### src/hw/rtl/key_click_longpress_classifier_macros.svh
// Assertion macros for the key click / long-press classifier.
`ifndef KEY_CLICK_LONGPRESS_CLASSIFIER_MACROS_SVH
`define KEY_CLICK_LONGPRESS_CLASSIFIER_MACROS_SVH

`ifndef NO_ASSERTIONS

// Same-cycle implication, clocked on clk, off while rst_n is low.
`define KCLP_ASSERT_SAME(lbl, ante, cons, msg) \
  lbl: assert property (@(posedge clk) disable iff (!rst_n) (ante) |-> (cons)) \
    else $error(msg);

// Next-cycle implication, clocked on clk, off while rst_n is low.
`define KCLP_ASSERT_NEXT(lbl, ante, cons, msg) \
  lbl: assert property (@(posedge clk) disable iff (!rst_n) (ante) |=> (cons)) \
    else $error(msg);

`else

`define KCLP_ASSERT_SAME(lbl, ante, cons, msg)
`define KCLP_ASSERT_NEXT(lbl, ante, cons, msg)

`endif

`endif

### src/hw/rtl/kclp_pkg.sv
// Shared types and constants of the key click / long-press classifier.
`default_nettype none

package kclp_pkg;

  // Slots fixed by the key_row and key_column field widths.
  localparam int ROW_W     = 2;
  localparam int COL_W     = 3;
  localparam int ROW_SLOTS = 1 << ROW_W;
  localparam int COL_SLOTS = 1 << COL_W;

  localparam int WORD_W = 32;
  localparam int CNT_W  = 8;
  localparam int CMD_W  = 8;

  // Key (r,c) sits at bit KEY_BIT_STRIDE*c + ROW_TOP_BIT - r.
  localparam int KEY_BIT_STRIDE = 4;
  localparam int ROW_TOP_BIT    = 2;

  localparam logic [CNT_W-1:0] THRESHOLD_RESET = 8'd10;
  localparam logic [CNT_W-1:0] CNT_MAX         = 8'hFF;

  // Brightness command: base opcode ORed with a level.
  localparam logic [CMD_W-1:0] CMD_BASE    = 8'h80;
  localparam logic [CMD_W-1:0] BRIGHT_DIM  = 8'h07;
  localparam logic [CMD_W-1:0] BRIGHT_FULL = 8'h0F;

  localparam logic OP_SCAN  = 1'b0;
  localparam logic OP_QUERY = 1'b1;

  typedef enum logic [1:0] {
    ST_NONE      = 2'd0,
    ST_RELEASE   = 2'd1,
    ST_CLICK     = 2'd2,
    ST_LONGPRESS = 2'd3
  } key_state_t;

  typedef struct packed {
    key_state_t       key_status;
    logic             multi_key;
    logic [CMD_W-1:0] display_command;
  } result_t;

  // Lane control from the top level.
  typedef struct packed {
    logic scan_en;
    logic pressed;
    logic query_hit;
  } lane_ctrl_t;

endpackage

`default_nettype wire

### src/hw/rtl/kclp_ifs.sv
// Valid/ready channel interfaces: input items, results and configuration.
`default_nettype none

interface kclp_in_if;
  logic        valid;
  logic        ready;
  logic        operation;
  logic [31:0] scan_word;
  logic [1:0]  key_row;
  logic [2:0]  key_column;

  modport source (output valid, operation, scan_word, key_row, key_column, input ready);
  modport sink   (input valid, operation, scan_word, key_row, key_column, output ready);
endinterface

interface kclp_out_if;
  logic       valid;
  logic       ready;
  logic [1:0] key_status;
  logic       multi_key;
  logic [7:0] display_command;

  modport source (output valid, key_status, multi_key, display_command, input ready);
  modport sink   (input valid, key_status, multi_key, display_command, output ready);
endinterface

interface kclp_cfg_if;
  logic       valid;
  logic       ready;
  logic [7:0] long_press_threshold;

  modport source (output valid, long_press_threshold, input ready);
  modport sink   (input valid, long_press_threshold, output ready);
endinterface

`default_nettype wire

### src/hw/rtl/kclp_key_lane.sv
// One key: press counter, status state machine and read mark.
`default_nettype none

module kclp_key_lane (
  input  logic                               clk,
  input  logic                               rst_n,
  input  kclp_pkg::lane_ctrl_t               ctrl,
  input  logic [kclp_pkg::CNT_W-1:0]         threshold,
  output kclp_pkg::key_state_t               status
);
  import kclp_pkg::*;

  key_state_t       state_r, state_nxt, state_eff;
  logic [CNT_W-1:0] cnt_r, cnt_nxt, cnt_inc;
  logic             mark_r, mark_nxt, mark_clear;

  always_ff @(posedge clk) begin
    if (!rst_n) begin
      state_r <= ST_RELEASE;
      cnt_r   <= '0;
      mark_r  <= 1'b0;
    end else begin
      state_r <= state_nxt;
      cnt_r   <= cnt_nxt;
      mark_r  <= mark_nxt;
    end
  end

  always_comb begin
    // a read click/long press drops to none at the next scan
    mark_clear = mark_r && (state_r != ST_RELEASE);
    state_eff  = mark_clear ? ST_NONE : state_r;
    cnt_inc    = (cnt_r == CNT_MAX) ? cnt_r : cnt_r + 8'd1;
    state_nxt  = state_r;
    cnt_nxt    = cnt_r;
    mark_nxt   = mark_r;
    if (ctrl.scan_en) begin
      state_nxt = state_eff;
      if (mark_clear) mark_nxt = 1'b0;
      unique case (state_eff)
        ST_RELEASE: begin
          if (ctrl.pressed) begin
            cnt_nxt = cnt_inc;
          end else if (cnt_r != '0 && cnt_r < threshold) begin
            state_nxt = ST_CLICK;
          end
          if ((ctrl.pressed ? cnt_inc : cnt_r) >= threshold) state_nxt = ST_LONGPRESS;
        end
        ST_NONE: begin
          if (ctrl.pressed && cnt_r >= threshold) begin
            state_nxt = ST_LONGPRESS;
          end else begin
            state_nxt = ST_RELEASE;
            cnt_nxt   = '0;
          end
        end
        ST_CLICK, ST_LONGPRESS: begin
          state_nxt = state_eff;
        end
        default: state_nxt = state_eff;
      endcase
    end
    if (ctrl.query_hit) mark_nxt = 1'b1;
  end

  assign status = state_r;

endmodule

`default_nettype wire

### src/hw/rtl/kclp_merge.sv
// Merge stage: picks the queried lane, flags multi-key scans, forms the result.
`default_nettype none

module kclp_merge (
  input  logic                               operation,
  input  logic [kclp_pkg::WORD_W-1:0]        scan_word,
  input  logic [kclp_pkg::ROW_W-1:0]         key_row,
  input  logic [kclp_pkg::COL_W-1:0]         key_column,
  input  kclp_pkg::key_state_t               grid [kclp_pkg::ROW_SLOTS][kclp_pkg::COL_SLOTS],
  output kclp_pkg::result_t                  result
);
  import kclp_pkg::*;

  logic multi;

  // more than one bit set: clearing the lowest set bit leaves something
  assign multi = (scan_word & (scan_word - 32'd1)) != '0;

  always_comb begin
    result = '0;
    if (operation == OP_QUERY) begin
      // slots outside the configured matrix read as none
      result.key_status = grid[key_row][key_column];
    end else begin
      result.key_status      = ST_NONE;
      result.multi_key       = multi;
      result.display_command = CMD_BASE | (multi ? BRIGHT_DIM : BRIGHT_FULL);
    end
  end

endmodule

`default_nettype wire

### src/hw/rtl/kclp_out_skid.sv
// Output register with a skid entry so input and output stall independently.
`default_nettype none

module kclp_out_skid (
  input  logic                clk,
  input  logic                rst_n,
  input  logic                load,
  input  kclp_pkg::result_t   result,
  input  logic                out_ready,
  output logic                out_valid,
  output kclp_pkg::result_t   out_data,
  output logic                skid_full
);
  import kclp_pkg::*;

  logic    out_valid_r, out_valid_nxt;
  logic    skid_valid_r, skid_valid_nxt;
  result_t out_data_r, out_data_nxt;
  result_t skid_data_r, skid_data_nxt;

  always_ff @(posedge clk) begin
    if (!rst_n) begin
      out_valid_r  <= 1'b0;
      skid_valid_r <= 1'b0;
    end else begin
      out_valid_r  <= out_valid_nxt;
      skid_valid_r <= skid_valid_nxt;
    end
  end

  always_ff @(posedge clk) begin
    out_data_r  <= out_data_nxt;
    skid_data_r <= skid_data_nxt;
  end

  always_comb begin
    out_valid_nxt  = out_valid_r;
    skid_valid_nxt = skid_valid_r;
    out_data_nxt   = out_data_r;
    skid_data_nxt  = skid_data_r;
    if (!out_valid_r || out_ready) begin
      // output slot frees: skid entry first, else the new beat
      out_valid_nxt  = skid_valid_r || load;
      out_data_nxt   = skid_valid_r ? skid_data_r : result;
      skid_valid_nxt = 1'b0;
    end else if (load) begin
      skid_valid_nxt = 1'b1;
      skid_data_nxt  = result;
    end
  end

  assign out_valid = out_valid_r;
  assign out_data  = out_data_r;
  assign skid_full = skid_valid_r;

endmodule

`default_nettype wire

### src/hw/rtl/key_click_longpress_classifier.sv
// Top level: key matrix click / long-press classifier with scan and query beats.
//
//  channel | dir | payload                                        | beat
//  --------+-----+------------------------------------------------+------------------
//  in_ch   | in  | operation, scan_word, key_row, key_column      | one scan or query
//  out_ch  | out | key_status, multi_key, display_command         | one result
//  cfg_ch  | in  | long_press_threshold                           | threshold write
//
//  All key lanes update in parallel on the accept edge, so a beat can follow every cycle
//  while in_ch.ready is high; its result is registered in the output register or the skid entry.
//  The output register plus one skid entry let in_ch accept while a result waits;
//  in_ch.ready drops only when both are full.
//  Synchronous active-low reset: every key to release, counts and read marks to
//  zero, threshold to 10. No clearing pass; ready rises right after reset.
`default_nettype none

`include "key_click_longpress_classifier_macros.svh"

module key_click_longpress_classifier #(
  parameter int KEY_ROWS    = 3,
  parameter int KEY_COLUMNS = 8
) (
  input  logic             clk,
  input  logic             rst_n,
  kclp_in_if.sink          in_ch,
  kclp_out_if.source       out_ch,
  kclp_cfg_if.sink         cfg_ch
);
  import kclp_pkg::*;

  logic             in_fire;
  logic             is_scan, is_query;
  logic [CNT_W-1:0] threshold_r;
  logic             skid_full;
  result_t          merged;
  result_t          out_data;
  key_state_t       grid [ROW_SLOTS][COL_SLOTS];

  // Threshold register; the user must write it only while the block is idle (not enforced here).
  assign cfg_ch.ready = rst_n;

  always_ff @(posedge clk) begin
    if (!rst_n) begin
      threshold_r <= THRESHOLD_RESET;
    end else if (cfg_ch.valid && cfg_ch.ready) begin
      threshold_r <= cfg_ch.long_press_threshold;
    end
  end

  assign in_ch.ready = rst_n && !skid_full;
  assign in_fire     = in_ch.valid && in_ch.ready;
  assign is_scan     = in_fire && (in_ch.operation == OP_SCAN);
  assign is_query    = in_fire && (in_ch.operation == OP_QUERY);

  // Key lanes over the configured matrix; unused slots read as none.
  for (genvar r = 0; r < ROW_SLOTS; r++) begin : g_row
    for (genvar c = 0; c < COL_SLOTS; c++) begin : g_col
      if (r < KEY_ROWS && c < KEY_COLUMNS) begin : g_lane
        localparam int BitPos = KEY_BIT_STRIDE * c + ROW_TOP_BIT - r;
        lane_ctrl_t ctrl;
        logic       pressed;

        if (BitPos >= 0) begin : g_bit
          assign pressed = in_ch.scan_word[BitPos];
        end else begin : g_nobit
          // bit would fall below zero: key always reads released
          assign pressed = 1'b0;
        end

        assign ctrl.scan_en   = is_scan;
        assign ctrl.pressed   = pressed;
        assign ctrl.query_hit = is_query
                                && (in_ch.key_row == ROW_W'(r))
                                && (in_ch.key_column == COL_W'(c));

        kclp_key_lane u_lane (
          .clk       (clk),
          .rst_n     (rst_n),
          .ctrl      (ctrl),
          .threshold (threshold_r),
          .status    (grid[r][c])
        );
      end else begin : g_empty
        assign grid[r][c] = ST_NONE;
      end
    end
  end

  kclp_merge u_merge (
    .operation  (in_ch.operation),
    .scan_word  (in_ch.scan_word),
    .key_row    (in_ch.key_row),
    .key_column (in_ch.key_column),
    .grid       (grid),
    .result     (merged)
  );

  kclp_out_skid u_out (
    .clk       (clk),
    .rst_n     (rst_n),
    .load      (in_fire),
    .result    (merged),
    .out_ready (out_ch.ready),
    .out_valid (out_ch.valid),
    .out_data  (out_data),
    .skid_full (skid_full)
  );

  assign out_ch.key_status      = out_data.key_status;
  assign out_ch.multi_key       = out_data.multi_key;
  assign out_ch.display_command = out_data.display_command;

  // Checks
  `KCLP_ASSERT_SAME(a_skid_behind_out, skid_full, out_ch.valid, "skid entry held without output")
  `KCLP_ASSERT_NEXT(a_beat_gives_result, in_fire, out_ch.valid, "accepted beat left no result")
  `KCLP_ASSERT_NEXT(a_stall_fills_skid, in_fire && out_ch.valid && !out_ch.ready, skid_full, "stalled beat not parked in skid")
  `KCLP_ASSERT_NEXT(a_cfg_lands, cfg_ch.valid && cfg_ch.ready, threshold_r == $past(cfg_ch.long_press_threshold), "threshold write lost")

endmodule

`default_nettype wire
### src/flat_wrapper.sv
// flat-port wrapper written by rule: the top's interface ports become plain ports
module key_click_longpress_classifier_flat import kclp_pkg::*;
#(
  parameter int KEY_ROWS    = 3,
  parameter int KEY_COLUMNS = 8
)
  (clk, rst_n, in_ch_valid, in_ch_operation, in_ch_scan_word, in_ch_key_row, in_ch_key_column, in_ch_ready, out_ch_valid, out_ch_key_status, out_ch_multi_key, out_ch_display_command, out_ch_ready, cfg_ch_valid, cfg_ch_long_press_threshold, cfg_ch_ready);
  kclp_in_if in_ch_i ();
  kclp_out_if out_ch_i ();
  kclp_cfg_if cfg_ch_i ();
  input  logic clk;
  input  logic rst_n;
  input wire logic [$bits(in_ch_i.valid)-1:0] in_ch_valid;
  input wire logic [$bits(in_ch_i.operation)-1:0] in_ch_operation;
  input wire logic [$bits(in_ch_i.scan_word)-1:0] in_ch_scan_word;
  input wire logic [$bits(in_ch_i.key_row)-1:0] in_ch_key_row;
  input wire logic [$bits(in_ch_i.key_column)-1:0] in_ch_key_column;
  output wire logic [$bits(in_ch_i.ready)-1:0] in_ch_ready;
  output wire logic [$bits(out_ch_i.valid)-1:0] out_ch_valid;
  output wire logic [$bits(out_ch_i.key_status)-1:0] out_ch_key_status;
  output wire logic [$bits(out_ch_i.multi_key)-1:0] out_ch_multi_key;
  output wire logic [$bits(out_ch_i.display_command)-1:0] out_ch_display_command;
  input wire logic [$bits(out_ch_i.ready)-1:0] out_ch_ready;
  input wire logic [$bits(cfg_ch_i.valid)-1:0] cfg_ch_valid;
  input wire logic [$bits(cfg_ch_i.long_press_threshold)-1:0] cfg_ch_long_press_threshold;
  output wire logic [$bits(cfg_ch_i.ready)-1:0] cfg_ch_ready;
  assign in_ch_i.valid = in_ch_valid;
  assign in_ch_i.operation = in_ch_operation;
  assign in_ch_i.scan_word = in_ch_scan_word;
  assign in_ch_i.key_row = in_ch_key_row;
  assign in_ch_i.key_column = in_ch_key_column;
  assign in_ch_ready = in_ch_i.ready;
  assign out_ch_valid = out_ch_i.valid;
  assign out_ch_key_status = out_ch_i.key_status;
  assign out_ch_multi_key = out_ch_i.multi_key;
  assign out_ch_display_command = out_ch_i.display_command;
  assign out_ch_i.ready = out_ch_ready;
  assign cfg_ch_i.valid = cfg_ch_valid;
  assign cfg_ch_i.long_press_threshold = cfg_ch_long_press_threshold;
  assign cfg_ch_ready = cfg_ch_i.ready;
  key_click_longpress_classifier #(.KEY_ROWS(KEY_ROWS), .KEY_COLUMNS(KEY_COLUMNS)) u_core (.clk(clk), .rst_n(rst_n), .in_ch(in_ch_i), .out_ch(out_ch_i), .cfg_ch(cfg_ch_i));
endmodule
### config.mk
export PLATFORM = sky130hd
export DESIGN_NAME = key_click_longpress_classifier_flat
export DESIGN_NICKNAME = d
export VERILOG_FILES = /design/src/hw/rtl/kclp_pkg.sv /design/src/hw/rtl/kclp_ifs.sv /design/src/hw/rtl/kclp_key_lane.sv /design/src/hw/rtl/kclp_merge.sv /design/src/hw/rtl/kclp_out_skid.sv /design/src/hw/rtl/key_click_longpress_classifier.sv /design/src/flat_wrapper.sv
export VERILOG_INCLUDE_DIRS = /design/src /design/src/hw/rtl
export SDC_FILE = /design/constraint.sdc
export NUM_CORES = 1
export LEC_CHECK = 0
export ABC_AREA = 1
export BUFFER_PORTS_ARGS = -buffer_cell sky130_fd_sc_hd__clkbuf_2
export CAP_MARGIN = 10
export CELL_PAD_IN_SITES_DETAIL_PLACEMENT = 0
export CELL_PAD_IN_SITES_GLOBAL_PLACEMENT = 1
export CORE_ASPECT_RATIO = 0.7
export CORE_MARGIN = 5
export CORE_UTILIZATION = 50
export DETAILED_ROUTE_END_ITERATION = 10
export PLACE_DENSITY_LB_ADDON = 0.1
export SYNTH_ARGS = -nofsm -noshare
export SYNTH_HDL_FRONTEND = slang
export SYNTH_SLANG_ARGS = --single-unit
### constraint.sdc
create_clock -name clk -period 6.7 [get_ports clk]
set_input_delay 0.67 -clock clk [delete_from_list [all_inputs] [get_ports clk]]
set_output_delay 0.67 -clock clk [all_outputs]
set_load 0.05 [all_outputs]
* Word level (Yosys, flattened, before mapping)
Cells that the tools add are included.
Operators by class: reduce and logical (&&, ||, !) cells 305, muxes and demuxes 322, $add $sub $neg 25, bitwise operators 6, equality and inequality tests 153, magnitude comparators 74
Operator list (number):
- two-way mux 8 bit | 72
- >= comparator 8 bit | 48
- case mux 8 bit (2 select lines) | 24
- two-way mux 2 bit | 123
- adder 8 x 1 -> 8 bit (second input constant) | 24
- == test 8 bit (second input constant) | 24
- less-than comparator 8 bit | 24
- nonzero test 8 bit | 24
- case mux 2 bit (3 select lines) | 24
- nonzero test 2 bit | 72
- logical AND 1 bit | 104
- == test 2 bit (second input constant) | 49
- two-way mux 1 bit | 72
- AND reduction 3 bit | 24
- == test 2 x 1 -> 1 bit (second input constant) | 25
- zero test 2 bit | 25
- AND reduction 2 bit | 25
- OR reduction 2 bit | 25
- != test 2 x 1 -> 1 bit (second input constant) | 24
- != test 2 bit (second input constant) | 24
- bitwise AND 32 bit | 1
- binary-select mux 16 bit (select 2 bit) | 1
- two-way mux 16 bit | 2
- nonzero test 32 bit | 1
- 16 further kinds | 24
Storage, ports and cells: input port bits 51, output and inout port bits 14, bits in registers 296, word-level logic and storage cells 966

* Logic depth before layout (Yosys ltp)
Gate-level depths: netlist (run 1).
word-level depth 9, gate-level depth with buffers 21, mapped depth without buffers 21

* Hierarchy
Synthesis (run 1) repeated with hierarchy kept, for this count alone.
Unflattened totals: cell total of the unflattened synthesis 5599, area total of the unflattened synthesis 33997.6 µm²
Modules (own cells, without submodules):
- kclp_key_lane | area each 1293.7 µm², times used 24, cells an instance 213, sequential area each 220.2 µm²
- kclp_merge | area each 1495.2 µm², times used 1, cells an instance 332, sequential area each 0.0 µm²
- kclp_out_skid | area each 907.1 µm², times used 1, cells an instance 68, sequential area each 700.7 µm²
- key_click_longpress_classifier | area each 545.5 µm², times used 1, cells an instance 87, sequential area each 160.2 µm²

* Worst setup path after synthesis (run 1)
No wires, ideal clock.
path kind register to register, start point register u_core.threshold_r[3], end point register u_core.g_row[0].g_col[1].g_lane.u_lane.cnt_r[0], slack 4.059 ns, setup time 0.128 ns, clock period less this slack 2.641 ns, buffers on the path 1, arrival time 2.514 ns, cell stages (with the launch flop) 12, required time 6.572 ns, cells stage by stage dfxtp_1 -> inv_1 -> ha_1 -> a21oi_1 -> nand2_1 -> o21ai_0 -> nand3_1 -> nand3_1 -> nand3_1 -> buf_2 -> o21ai_0 -> nor2_1
On the way: word-level cells in the longest chain between the ends 4
RTL lines:
- start, declared | RTL line key_click_longpress_classifier.sv:33 | logic [CNT_W-1:0] threshold_r;
- start signal, assigned | RTL line key_click_longpress_classifier.sv:46 | threshold_r <= cfg_ch.long_press_threshold;
- >= comparator 8 bit | RTL line kclp_key_lane.sv:50 | if (ctrl.pressed && cnt_r >= threshold) begin
- logical AND 1 bit | RTL line kclp_key_lane.sv:50
- != test 2 bit (no line)
- AND reduction 3 bit (no line)
- end signal, assigned | RTL line kclp_key_lane.sv:24 | cnt_r <= cnt_nxt;
- end, declared | RTL line kclp_key_lane.sv:14 | logic [CNT_W-1:0] cnt_r, cnt_nxt, cnt_inc;
Every way passes these cells. A chain may end at the register's enable or synchronous reset.

* Worst setup path in the final report (run 1)
start point register u_core.threshold_r[3], end point register u_core.g_row[2].g_col[2].g_lane.u_lane.cnt_r[5]
On the way: word-level cells in the longest chain between the ends 4
RTL lines (RTL line):
- >= comparator 8 bit | kclp_key_lane.sv:50
- logical AND 1 bit | kclp_key_lane.sv:50
- != test 2 bit (no line)
- AND reduction 3 bit (no line)
- end signal, assigned | kclp_key_lane.sv:24
- end, declared | kclp_key_lane.sv:14
Every way passes these cells.

==> key figures, run 1 <==
Run status
  • Status: completed

STA
  • Worst Setup Slack, final: 3.26 ns
  • Final Max Tran Viols: 0
  • Fmax achieved: 291 MHz
  • TNS Setup: 0 ns
  • RSZ-0062 raised after global routing: false
  • Post-route minimum period: 3.44 ns
  • Clock Skews: 0.0200 ns
  • Setup-failing EPs final: 0
  • Worst slew margin: 19.9%
  • Final Hold Viols: 0
  • Slew @ Worst Pin: 1.20 ns
  • Final Cycle Share: 51.3%

Critical path
  • Critical path's top delay family: buffers and inverters
  • CP max stage cell: inv_2
  • Worst reg2reg setup slack: 3.26 ns
  • Worst Reg-to-Reg Cells: 12
  • WS Path Type: flop to flop
  • Critical path peak fanout: 20
  • Endpoint type of the worst setup path: flop
  • Critical path launch point type: flop
  • Buf+Inv Stages, Crit Path: 3
  • R2r startpoint: u_core.threshold_r[3]
  • Arrival @ worst endpoint: 3.93 ns
  • Worst Path Required: 7.19 ns
  • Most frequent CP cell: nand3_1
  • CP peak stage delay: 0.53 ns
  • Critical path, cell by cell: inv_2, buf_4, ha_1, a21oi_1, nand2_1, o21ai_0, nand3_1, nand2_1, nand3_1, inv_1, nand3_1, a21oi_1
  • Worst reg2reg endpoint: u_core.g_row[2].g_col[2].g_lane.u_lane.cnt_r[5]

Power
  • Clock power frac: 41.4%
  • VDD IR max: 0.000135 V
  • Logic gate share of total power: 23.9%
  • Internal power: 3.53 mW
  • Power Total: 5.34 mW
  • Leakage: 15.6 nW
  • Power density cells: 173 mW/mm^2
  • Seq pwr share: 34.7%
  • Psw: 1.81 mW
  • Sw Ratio: 33.9%

Worst hold path
  • WHS Endpoint: u_core.threshold_r[1]
  • Hold Path Origin: cfg_ch_long_press_threshold[1]
  • Hold Path Cell Cnt: 3
  • Hold Crit Class: primary input to flop

Logic synthesis
  • Syn Area/Cell: 6.32 sq um
  • Area contributors post-synth: ha_1, dfxtp_1, nand2_1, inv_1, nor2_1
  • Ys Warns: 0
  • Cell count after synthesis: 4526
  • Synth Flop Type: dfxtp_1
  • Mapped Area: 0.0286 sq mm
  • Cell taking the most area after synthesis: ha_1
  • Post-synth EDFFs: 10
  • Ys async rst share: 0%
  • Seq/Total Area, Yosys: 20.2%
  • Yosys top cell area share: 19.9%
  • Yosys cell types: 50
  • Synthesis-stage register bit count: 284

Drt
  • # DRC: 0
  • Drt pass-1 iters: 5
  • Final WL: 88600 um
  • Avg WL per Cell: 16.7 um
  • Initial DRC count: 2416
  • Remaining antenna violation count after routing: 0
  • Number of vias per cell: 5.39
  • Via Count: 28600

Finish
  • Layout Utilization: 54.4%
  • Non-Filler Instances: 5318
  • Diode count: 0
  • Share of layout cells above drive strength 1: 4.62%
  • Final net count: 5047
  • Filler cells: 5880
  • Area growth syn-to-layout: 7.73%
  • Most common cell after layout, fill and taps aside: nand2_1
  • Most frequent cells in the layout: nand2_1, inv_1, nor2_1, ha_1, a21oi_1

Placement
  • Buffers on Ports: 61
  • Placed cell count: 5251
  • Final HPWL DP: 64500 um
  • Gpl congestion: 0.913
  • Place WS: 2.99 ns

CTS
  • CTS resizes: 0
  • Latest clock arrival within the worst-skew pair: 0.57 ns
  • Clock buffer depth: 3
  • Num CTS Buffers: 37
  • Setup bufs post-CTS: 0
  • TritonCTS clock tree: done
  • Htree depth: 2
  • Clk root buf: clkbuf_16
  • Total clock sinks: 284
  • Clock transition at path regs: 0.06 ns
  • Post-CTS Hold Buffers: 0

Floorplan
  • Die Height: 210 um
  • Die W: 296 um
  • Starting density of the core: 50.5%
  • Die area: 0.0622 sq mm
  • # IOs: 65
  • Core Region: 0.0567 sq mm
  • Row cnt: 73

GRT
  • GRT Util Overall: 27.9%
  • First-pass GRT wire length: 142000 um
  • GRT overflow: 0
  • Initial antenna violation count: 5
  • Pin count of the biggest net entering global routing: 106
  • Vias in the first global route: 25800

Flow run
  • Max_cap viols: 0
[synth_stat cells, types with 18 or more instances]
library cell,count
a21oi_1,337
a31oi_1,30
buf_2,35
buf_4,18
clkbuf_1,45
dfxtp_1,274
ha_1,456
inv_1,644
nand2_1,1060
nand3_1,304
nand4_1,123
nor2_1,573
nor3_1,67
o21a_1,23
o21ai_0,236
o21ai_1,32
xor2_1,65
[logic make-up (layout without fill, tap and decap cells)]
logic type / Yosys count / count (layout) / synth area share [%]
AND/OR/NAND/NOR: 2190 / 2190 / 32.3
buffers and inverters: 761 / 801 / 10.5
AO/OA/AOI/OAI: 752 / 752 / 14.4
adder cells (fa/ha/maj): 456 / 456 / 19.9
flip-flops: 284 / 284 / 20.2
XOR/XNOR: 82 / 82 / 2.56
other: 1 / 3 / 0.0131
[area by class of cell]
| cell class | count | area, sq um | share of cell area, % |
|---|---|---|---|
| clock buffer | 52 | 1100 | 3.58 |
| inverter | 653 | 2460 | 7.98 |
| multi-input combinational | 3483 | 19800 | 64.3 |
| clock inverter | 15 | 213 | 0.690 |
| timing repair buffer | 81 | 495 | 1.61 |
| tap | 750 | 938 | 3.04 |
| sequential | 284 | 5790 | 18.8 |
[stage by stage]
step,hold WS (ns),instance area (sq um)
after global placement,0.458,29500
after floorplan,0.450,28600
after detailed placement,0.464,29500
after global routing,0.324,30800
after CTS,0.294,30800
final,0.313,30800
[power by group through the flow]
| stage | Sequential [mW] | Clock (mW) | Combinational, mW |
|---|---|---|---|
| after floorplan | 1.87 | 0 | 0.908 |
| after CTS | 1.85 | 2.25 | 1.27 |
| after global routing | 1.86 | 2.31 | 1.47 |
| after global placement | 1.89 | 0 | 1.25 |
| after detailed placement | 1.89 | 0 | 1.26 |
| final | 1.85 | 2.21 | 1.28 |
[worst reg2reg max path: stages, from the launching register on]
cell and delay [ns]:
dfxtp_1 0.30, inv_2 0.54, buf_4 0.53, ha_1 0.36, a21oi_1 0.14, nand2_1 0.06
o21ai_0 0.22, nand3_1 0.18, nand2_1 0.11, nand3_1 0.36, inv_1 0.31, nand3_1 0.10
a21oi_1 0.15
[metal layers]
| metal | global-route usage [%] | share of wire (%) | up-vias |
|---|---|---|---|
| li1 | - | - | 14900 |
| met1 | 43.5 | 52 | 12800 |
| met5 | 0 | 0.061 | - |
| met2 | 40.6 | 39 | 798 |
| met4 | 5.47 | 1.9 | 8 |
| met3 | 4.57 | 7.2 | 103 |
[registers in the layout, indices dropped and copies added, names as in the netlist]
name / flops
u_core.threshold_r: 8
u_core.g_row.g_col.g_lane.u_lane.mark_r: 24
u_core.u_out.out_data: 5
u_core.u_out.skid_data_r: 5
u_core.u_out.out_valid: 1
u_core.g_row.g_col.g_lane.u_lane.cnt_r: 192
u_core.g_row.g_col.g_lane.u_lane.status: 48
u_core.u_out.skid_full: 1
[worst max path at each step]
stage                                     start                                              end  slack (ns)  cells after the start
after floorplan           u_core.threshold_r[3]  u_core.g_row[0].g_col[1].g_lane.u_lane.cnt_r[0]        4.06                     11
after global placement                    rst_n  u_core.g_row[0].g_col[6].g_lane.u_lane.cnt_r[1]        3.02                      9
after detailed placement                  rst_n  u_core.g_row[0].g_col[6].g_lane.u_lane.cnt_r[3]        2.99                      9
after CTS                 u_core.threshold_r[3]  u_core.g_row[2].g_col[2].g_lane.u_lane.cnt_r[5]        3.28                     12
after global routing      u_core.threshold_r[3]  u_core.g_row[2].g_col[2].g_lane.u_lane.cnt_r[6]        2.99                     12
final                     u_core.threshold_r[3]  u_core.g_row[2].g_col[2].g_lane.u_lane.cnt_r[5]        3.26                     12
Power figures use the tool's default switching activity.
==> inputs of run 2 (changes only) <==
--- a/config.mk
+++ b/config.mk
@@ -13,7 +13,7 @@
 export CELL_PAD_IN_SITES_GLOBAL_PLACEMENT = 1
 export CORE_ASPECT_RATIO = 0.7
 export CORE_MARGIN = 5
-export CORE_UTILIZATION = 50
+export CORE_UTILIZATION = 42
 export DETAILED_ROUTE_END_ITERATION = 10
 export PLACE_DENSITY_LB_ADDON = 0.1
 export SYNTH_ARGS = -nofsm -noshare
==> constraint.sdc (replaced) <==
create_clock -name clk -period 2.9 [get_ports clk]
set_input_delay 0.29 -clock clk [delete_from_list [all_inputs] [get_ports clk]]
set_output_delay 0.29 -clock clk [all_outputs]
set_load 0.05 [all_outputs]
==> key figures, run 2 (synthesis gave the netlist of run 1 again) <==
Run status
  • Status: completed (unchanged)

Worst hold path
  • Hold Path Cell Cnt: 3 (unchanged)
  • Hold Crit Class: primary input to flop (unchanged)
  • WHS Endpoint: u_core.threshold_r[6] (was u_core.threshold_r[1])
  • Hold Path Origin: cfg_ch_long_press_threshold[6] (was cfg_ch_long_press_threshold[1])

STA
  • Fmax achieved: 371 MHz (was 291 MHz)
  • Setup-failing EPs final: 0 (unchanged)
  • Worst slew margin: 38.5% (was 19.9%)
  • Final Cycle Share: 93.0% (was 51.3%)
  • TNS Setup: 0 ns (unchanged)
  • Hold_ws: 0.0460 ns (was 0.313 ns)
  • Clock Skews: 0.0161 ns (was 0.0200 ns)
  • Worst Setup Slack, final: 0.204 ns (was 3.26 ns)
  • Slew @ Worst Pin: 0.919 ns (was 1.20 ns)
  • Final Max Tran Viols: 0 (unchanged)
  • Final Hold Viols: 0 (unchanged)
  • Post-route minimum period: 2.70 ns (was 3.44 ns)

Power
  • Leakage: 16.1 nW (was 15.6 nW)
  • VDD IR max: 0.000370 V (was 0.000135 V)
  • Power density cells: 388 mW/mm^2 (was 173 mW/mm^2)

Floorplan
  • # IOs: 65 (unchanged)
  • Die W: 322 um (was 296 um)
  • Die area: 0.0735 sq mm (was 0.0622 sq mm)
  • Starting density of the core: 42.2% (was 50.5%)
  • Core Region: 0.0679 sq mm (was 0.0567 sq mm)
  • Row cnt: 80 (was 73)
  • Die Height: 228 um (was 210 um)

Critical path
  • R2r startpoint: u_core.threshold_r[5] (was u_core.threshold_r[3])
  • Worst reg2reg endpoint: u_core.g_row[0].g_col[6].g_lane.u_lane.cnt_r[3] (was u_core.g_row[2].g_col[2].g_lane.u_lane.cnt_r[5])
  • Arrival @ worst endpoint: 3.13 ns (was 3.93 ns)
  • Worst Reg-to-Reg Cells: 10 (was 12)
  • Endpoint type of the worst setup path: flop (unchanged)
  • Critical path peak fanout: 18 (was 20)
  • Worst setup path start: u_core.threshold_r[5] (was u_core.threshold_r[3])
  • Worst reg2reg setup slack: 0.20 ns (was 3.26 ns)
  • WS Path Type: flop to flop (unchanged)
  • Critical path launch point type: flop (unchanged)
  • Worst Path Required: 3.33 ns (was 7.19 ns)

Finish
  • Most frequent cells in the layout: nand2_1, inv_1, nor2_1, ha_1, a21oi_1 (unchanged)
  • Largest register FFs: 192 (unchanged)
  • Share of layout cells above drive strength 1: 7.95% (was 4.62%)
  • Most common cell after layout, fill and taps aside: nand2_1 (unchanged)
  • Filler cells: 7163 (was 5880)
  • Area growth syn-to-layout: 12.5% (was 7.73%)
  • Largest register by flop count: u_core.g_row.g_col.g_lane.u_lane.cnt_r (unchanged)
  • Diode count: 0 (unchanged)
  • Final net count: 5146 (was 5047)

CTS
  • Num CTS Buffers: 38 (was 37)
  • Clk root buf: clkbuf_16 (unchanged)
  • Clock transition at path regs: 0.06 ns (about the same)
  • TritonCTS clock tree: done (unchanged)
  • Clock buffer depth: 3 (unchanged)
  • Total clock sinks: 284 (unchanged)
  • Latest clock arrival within the worst-skew pair: 0.57 ns (about the same)
  • Htree depth: 2 (unchanged)

Drt
  • Number of vias per cell: 5.13 (was 5.39)
  • Final WL: 92600 um (was 88600 um)
  • Drt pass-1 iters: 6 (was 5)
  • Avg WL per Cell: 16.6 um (was 16.7 um)
  • Initial DRC count: 2394 (was 2416)
  • # DRC: 0 (unchanged)
  • Remaining antenna violation count after routing: 0 (unchanged)
  • Via Count: 28600 (about the same)

Placement
  • Place WS: 0.174 ns (was 2.99 ns)
  • Final HPWL DP: 68200 um (was 64500 um)
  • Buffers on Ports: 61 (unchanged)
  • Gpl congestion: 0.871 (was 0.913)

GRT
  • Vias in the first global route: 25700 (was 25800)
  • First-pass GRT wire length: 146000 um (was 142000 um)
  • Pin count of the biggest net entering global routing: 139 (was 106)
  • Initial antenna violation count: 4 (was 5)
  • GRT Util Overall: 24.4% (was 27.9%)
  • GRT overflow: 0 (unchanged)

Flow run
  • Max_cap viols: 0 (unchanged)
[run 2: worst max path at each step]
stage | cells after the start | to | slack, ns
after floorplan | 11 | u_core.g_row[0].g_col[1].g_lane.u_lane.cnt_r[2] | 0.26
after global placement | 15 | flop | 0.18
after detailed placement | 18 | flop | 0.17
after CTS | 17 | flop | 0.13
after global routing | 19 | flop | -0.03
final | 10 | u_core.g_row[0].g_col[6].g_lane.u_lane.cnt_r[3] | 0.20
[run 2: critical path: stages (launching register included)]
cell and delay, ns:
dfxtp_1 0.34, clkinv_2 0.20, buf_12 0.25, ha_1 0.31
a21oi_1 0.16, o21a_1 0.15, nand3_1 0.16, nand2_1 0.13
nand3_1 0.44, o21ai_0 0.34, a21oi_1 0.06
[run 2: power breakdown]
| part | total [mW] | leakage, nW | internal (mW) | switching, mW |
|---|---|---|---|---|
| Sequential | 4.26 | 2.34 | 4.08 | 0.179 |
| Combinational | 3.10 | 13.1 | 1.06 | 2.04 |
| Clock | 5.13 | 0.639 | 3.09 | 2.04 |
[run 2: routing by layer]
| metal | up-vias | share of wire (%) | GRT usage (%) | routed length, um |
|---|---|---|---|---|
| met1 | 12700 | 53 | 37.9 | 49100 |
| met4 | 6 | 1.2 | 3.62 | 1070 |
| met3 | 74 | 5.3 | 3.66 | 4940 |
| met5 | - | 0.031 | 0 | 29 |
| met2 | 625 | 41 | 36.0 | 37500 |
| li1 | 15100 | - | - | - |
[run 2: per-stage QoR]
step                      power [mW]  std cells  utilization, %  instance area [sq um]
after floorplan                 6.42       4528               -                  28600
after global placement          7.39       5483            44.9                  30500
after detailed placement        7.38       5483            44.9                  30500
after CTS                       12.6       5563            47.0                  31900
after global routing            13.3       5570            47.4                  32200
final                           12.5       5570            47.4                  32200
[run 2: area by class of cell]
type                            instances  area [sq um]  share of cell area, %
Multi-Input combinational cell       3483         20000                   62.2
Clock inverter                         17           208                  0.645
Timing Repair Buffer                  179          1410                   4.38
Inverter                              653          2470                   7.67
Tap cell                              902          1130                   3.51
Clock buffer                           52          1130                   3.50
Sequential cell                       284          5810                   18.1
[run 2: repair_timing]
action,4_1_cts,5_1_grt
resized for setup,0,82
hold endpoints to repair,7,0
setup buffers,0,7
endpoints found under the setup margin,0,40
hold buffers,11,0
